`src/hw/rtl/tlb_page_table_translator_defines.svh`:
```
// ----------------------------------------------------------------------------
// Assertion macros for the address translator
// Shared concurrent assertion forms, clocked on clk, disabled in reset.
// ----------------------------------------------------------------------------
`ifndef TLB_PAGE_TABLE_TRANSLATOR_DEFINES_SVH
`define TLB_PAGE_TABLE_TRANSLATOR_DEFINES_SVH

// same-cycle implication
`define TLBPT_ASSERT_IMPL(lbl, ante, cons) \
	lbl: assert property (@(posedge clk) disable iff (!arst_n) (ante) |-> (cons)) \
		else $error("translator assertion failed");

// next-cycle implication
`define TLBPT_ASSERT_NEXT(lbl, ante, cons) \
	lbl: assert property (@(posedge clk) disable iff (!arst_n) (ante) |=> (cons)) \
		else $error("translator assertion failed");

`endif

```
`src/hw/rtl/tlbpt_pkg.sv`:
```
// ----------------------------------------------------------------------------
// Address translator package
// Shared constants, item and result types, lookup kinds and helpers.
// ----------------------------------------------------------------------------
package tlbpt_pkg;

	localparam int DEF_TLB_ENTRIES = 16;
	localparam int DEF_FRAME_COUNT = 128;
	localparam int ADDR_W          = 16;
	localparam int OFFSET_BITS     = 8;
	localparam int PAGE_W          = ADDR_W - OFFSET_BITS;
	localparam int PAGE_COUNT      = 1 << PAGE_W;
	localparam int FRAME_OUT_W     = 7;
	localparam int PHYS_W          = 15;
	localparam int CNT_W           = 32;
	localparam int QUEUE_DEPTH     = 2;

	typedef enum logic [1:0] {
		KIND_TLB   = 2'd0,
		KIND_PT    = 2'd1,
		KIND_FAULT = 2'd2
	} kind_t;

	typedef struct packed {
		logic [PAGE_W-1:0]      page;
		logic [OFFSET_BITS-1:0] offset;
	} item_t;

	typedef struct packed {
		logic  valid;
		item_t item;
	} q_head_t;

	typedef struct packed {
		logic [PHYS_W-1:0]      phys;
		logic [FRAME_OUT_W-1:0] frame;
		logic [PAGE_W-1:0]      page;
		logic [OFFSET_BITS-1:0] offset;
		kind_t                  kind;
		logic [CNT_W-1:0]       hits;
		logic [CNT_W-1:0]       faults;
		logic [CNT_W-1:0]       xlats;
	} res_t;

	function automatic logic [CNT_W-1:0] sat_inc(input logic [CNT_W-1:0] v);
		sat_inc = (v == {CNT_W{1'b1}}) ? v : v + 1'b1;
	endfunction

endpackage

```
`src/hw/rtl/tlbpt_front.sv`:
```
// ----------------------------------------------------------------------------
// Translator front end
// Accepts addresses, splits them into page and offset, queues the items.
// ----------------------------------------------------------------------------
module tlbpt_front (
	input  logic                      clk,
	input  logic                      arst_n,
	input  logic                      in_valid,
	output logic                      in_stall,
	input  logic [tlbpt_pkg::ADDR_W-1:0] virt_addr,
	output tlbpt_pkg::q_head_t        head,
	input  logic                      pop
);
	import tlbpt_pkg::*;

	localparam int PTR_W = $clog2(QUEUE_DEPTH);

	item_t            q_q [QUEUE_DEPTH];
	logic [PTR_W-1:0] wr_ptr_q;
	logic [PTR_W-1:0] rd_ptr_q;
	logic [PTR_W:0]   cnt_q;
	logic             push;
	logic             do_pop;

	assign in_stall = (cnt_q == (PTR_W+1)'(QUEUE_DEPTH));
	assign push     = in_valid && !in_stall;
	assign do_pop   = pop && (cnt_q != '0);

	assign head.valid = (cnt_q != '0);
	assign head.item  = q_q[rd_ptr_q];

	always_ff @(posedge clk) begin
		if (push) begin
			q_q[wr_ptr_q].page   <= virt_addr[ADDR_W-1:OFFSET_BITS];
			q_q[wr_ptr_q].offset <= virt_addr[OFFSET_BITS-1:0];
		end
	end

	always_ff @(posedge clk or negedge arst_n) begin
		if (!arst_n) begin
			wr_ptr_q <= '0;
			rd_ptr_q <= '0;
			cnt_q    <= '0;
		end else begin
			if (push)
				wr_ptr_q <= (wr_ptr_q == PTR_W'(QUEUE_DEPTH-1)) ? '0 : wr_ptr_q + 1'b1;
			if (do_pop)
				rd_ptr_q <= (rd_ptr_q == PTR_W'(QUEUE_DEPTH-1)) ? '0 : rd_ptr_q + 1'b1;
			case ({push, do_pop})
				2'b10:   cnt_q <= cnt_q + 1'b1;
				2'b01:   cnt_q <= cnt_q - 1'b1;
				default: cnt_q <= cnt_q;
			endcase
		end
	end

endmodule

```
`config.mk`:
```
export PLATFORM = sky130hd
export DESIGN_NAME = tlbpt_front
export DESIGN_NICKNAME = d
export VERILOG_FILES = /design/src/hw/rtl/tlb_page_table_translator_defines.svh /design/src/hw/rtl/tlbpt_pkg.sv /design/src/hw/rtl/tlbpt_front.sv
export SDC_FILE = /design/constraint.sdc
export NUM_CORES = 1
export LEC_CHECK = 0
export ABC_AREA = 1
export ABC_CLOCK_PERIOD_IN_PS = 1500
export BUFFER_PORTS_ARGS = -buffer_cell sky130_fd_sc_hd__buf_4
export CAP_MARGIN = 20
export CORE_MARGIN = 3
export CORE_UTILIZATION = 46
export DETAILED_ROUTE_END_ITERATION = 10
export PLACE_DENSITY = 0.74
export REMOVE_ABC_BUFFERS = 1
export SYNTH_ARGS = -nofsm -noshare
export SYNTH_HDL_FRONTEND = slang
export SYNTH_SLANG_ARGS = --single-unit
```
`constraint.sdc`:
```
create_clock -name clk -period 1.5 [get_ports clk]
set_input_delay 0 -clock clk [delete_from_list [all_inputs] [get_ports clk]]
set_output_delay 0 -clock clk [all_outputs]
set_load 0.02 [all_outputs]
```
==> metrics.md <==
| Metric | Value |
|---|---|
| Clk Latency, worst-skew pair | `around 0.33 ns` |
| Slew @ Worst Pin | `~0.26 ns` |
| Die W | `61.4 um` |
| Num CTS Buffers | `5` |
| Number of global-route vias before repair | `981` |
| CTS root buf | `clkbuf_4` |
| Die ar. | `3770 sq um` |
| FP Rows | `19` |
| Area growth, synth to finish | `41.0%` |
| Chip Height | `61.4 um` |
| Arr. time, crit path | `1.66 ns` |
| Layout cells sized above 1 | `0.313` |
| Setup WS post-layout | `0.0704 ns` |
| Clock skew | `0.00633 ns` |
| CP startpoint kind | `flip-flop` |
| I/O Buffers | `37` |
| Slew headroom | `0.828` |
| Final GP Congestion | `0.672` |
| Total chip power | `3.58 mW` |
| Final instance area | `approximately 2000 sq um` |
| Wirelength, routed | `2800 um` |
| Setup WS pre-CTS | `between 0.05 and 0.06 ns` |
| Maximum clock rate | `699 MHz` |
| Hold WS | `0.391 ns` |
| Critical Path RT | `1.73 ns` |
| Most frequent cells in the layout | `nand2_1 (56), buf_4 (42), edfxtp_1 (32)` |
| Max rail drop VDD | `between 0.9 and 1 mV` |
| Mapped Area | `1410 sq um` |
| Initial Utilization | `0.499` |
| Critical path endpoint category | `flip-flop` |
| Sequential share of the synthesized area | `0.752` |
| Post-DP HPWL | `1830 um` |
| Nets | `between 200 and 250` |
| H-tree Lvls | `2` |
| First-pass GRT wire length | `around 4400 um` |
| Largest net degree at the start of global routing | `18` |
| Reg clk slew, reported paths | `~0.10 ns` |
| Unrepaired setup endpoints after global routing | `false` |
| Cell Area, Placed | `about 1700 sq um` |
| GR Util All Layers | `0.167` |
| Post-CTS setup buffers | `0` |
| PwrDens | `1800 nW/um^2` |
| CTS tree | `built` |
| Synth warn | `0` |
| Clock tree sinks | `36` |
| Largest buffer count on any clock path | `2` |
| Hold Crit Class | `input port to flip-flop` |
| First-pass iteration count of the detailed router | `4` |
| Final hold viol count | `0` |
| Cells after Synth | `115` |
| Count of cell types in the netlist | `16` |
| Flops & latches, synth | `36` |
| ANT cells | `0` |
| Core Box Area | `2830 sq um` |
| Critical path peak fanout | `5` |
| Vias | `approximately 990` |
| Synthesized area per cell | `12.3 sq um` |
| I/O pin count | `38` |
| DRC viols | `0` |
| Final Max Slew Viols | `0` |
| Final min period | `1.43 ns` |
| WL per Instance | `13.1 um` |
| Post-layout util | `0.703` |
| Commonest non-fill, non-tap cell in the layout | `nand2_1` |
| Max-Cap Viols | `0` |
| Initial DRC Count | `30` |
| # setup viols final | `0` |
| Remaining global-route overflow | `0` |
| Fin crit share | `0.953` |
| Worst Path Class, Setup | `flip-flop to flip-flop` |
| Initial antenna violation count | `0` |
| Post-DRT Antenna Nets | `0` |
| Post-DR vias/cell | `4.63` |
| Leakage | `0.895 nW` |
| Outcome | `finished clean` |
## area by class of cell
class / count / area [sq um]
multi-input combinational: 67 / 284
clock buffer: 6 / 41.3
clock inverter: 2 / 11.3
timing repair buffer: 62 / 515
fill: 217 / 840
sequential: 36 / 1060
tap: 31 / 38.8
inverter: 9 / 36.3
## through the flow
step / TNS [ns] / std cells
after floorplan: -2.53 / 112
after global placement: 0 / 185
after detailed placement: 0 / 185
after CTS: 0 / 213
after global routing: 0 / 213
final: 0 / 213
## where the power goes
part	internal (mW)	total, mW	switching [mW]
registers	1.38	1.50	0.117
logic	0.631	1.60	0.972
clock network	0.178	0.481	0.302
total	2.19	3.58	1.39
## synthesized netlist by cell type
cell type,n,area share
ha_1,1,0.0089
nand3_1,3,0.011
nand2_1,56,0.15
xnor2_1,1,0.0062
inv_1,6,0.016
o21ai_2,1,0.0062
inv_2,2,0.0053
buf_6,2,0.016
inv_4,1,0.0044
nand2_2,2,0.0089
nor2_1,1,0.0027
buf_4,1,0.0053
edfxtp_1,32,0.68
nand4_1,1,0.0044
nor2_2,1,0.0044
dfrtp_1,4,0.071
## per-layer routing
metal / share of wire / global-route usage / vias up
met5: 0 / 0 / -
met4: 0.014 / 0.0545 / 0
met3: 0.050 / 0.0629 / 5
met2: 0.50 / 0.293 / 27
met1: 0.44 / 0.186 / 447
li1: - / - / 507
## state kept, by name, indices dropped and copies added (netlist names)
| signal | flops |
|---|---|
| cnt_q | 2 |
| q_q | 32 |
| rd_ptr_q | 1 |
| wr_ptr_q | 1 |
## critical path, stage by stage (launching register included)
cell and delay [ns]:
dfrtp_2 0.47, inv_2 0.08, nand2_2 0.08, nand2_2 0.07, inv_1 0.04, ha_1 0.32
inv_1 0.09, nand3_1 0.08, nand2_1 0.07, nand2_1 0.05
## kinds of logic after synthesis
family | Yosys count | synth area share
AOI/OAI and AO/OA | 1 | 0.00621
xor gates and xnor gates | 1 | 0.00621
adders and majority gates | 1 | 0.00886
buffers and inverters | 12 | 0.0470
DFF | 36 | 0.752
and+or+nand+nor | 64 | 0.180
## timing repair
item                                    4_1_cts  5_1_grt
endpoints found under the hold margin        38        0
gates resized for setup                       0        2
endpoints found under the setup margin        0        1
hold buffers                                 20        0
## worst paths after layout
path                                 startpoint  cells after the start  slack, ns                    to
min reg2reg                wr_ptr_q$_DFFE_PN0N_                      2       0.53  wr_ptr_q$_DFFE_PN0N_
max in group asynchronous                arst_n                      3       0.72  cnt_q[0]$_DFFE_PN0P_
max reg2reg                cnt_q[0]$_DFFE_PN0P_                      9       0.07  cnt_q[1]$_DFFE_PN0P_
min in group asynchronous                arst_n                      3       0.58  cnt_q[1]$_DFFE_PN0P_
max                        cnt_q[0]$_DFFE_PN0P_                      9       0.07  cnt_q[1]$_DFFE_PN0P_
min                               virt_addr[10]                      2       0.39  q_q[1][10]$_DFFE_PP_
(Power assumes the default switching activity.)
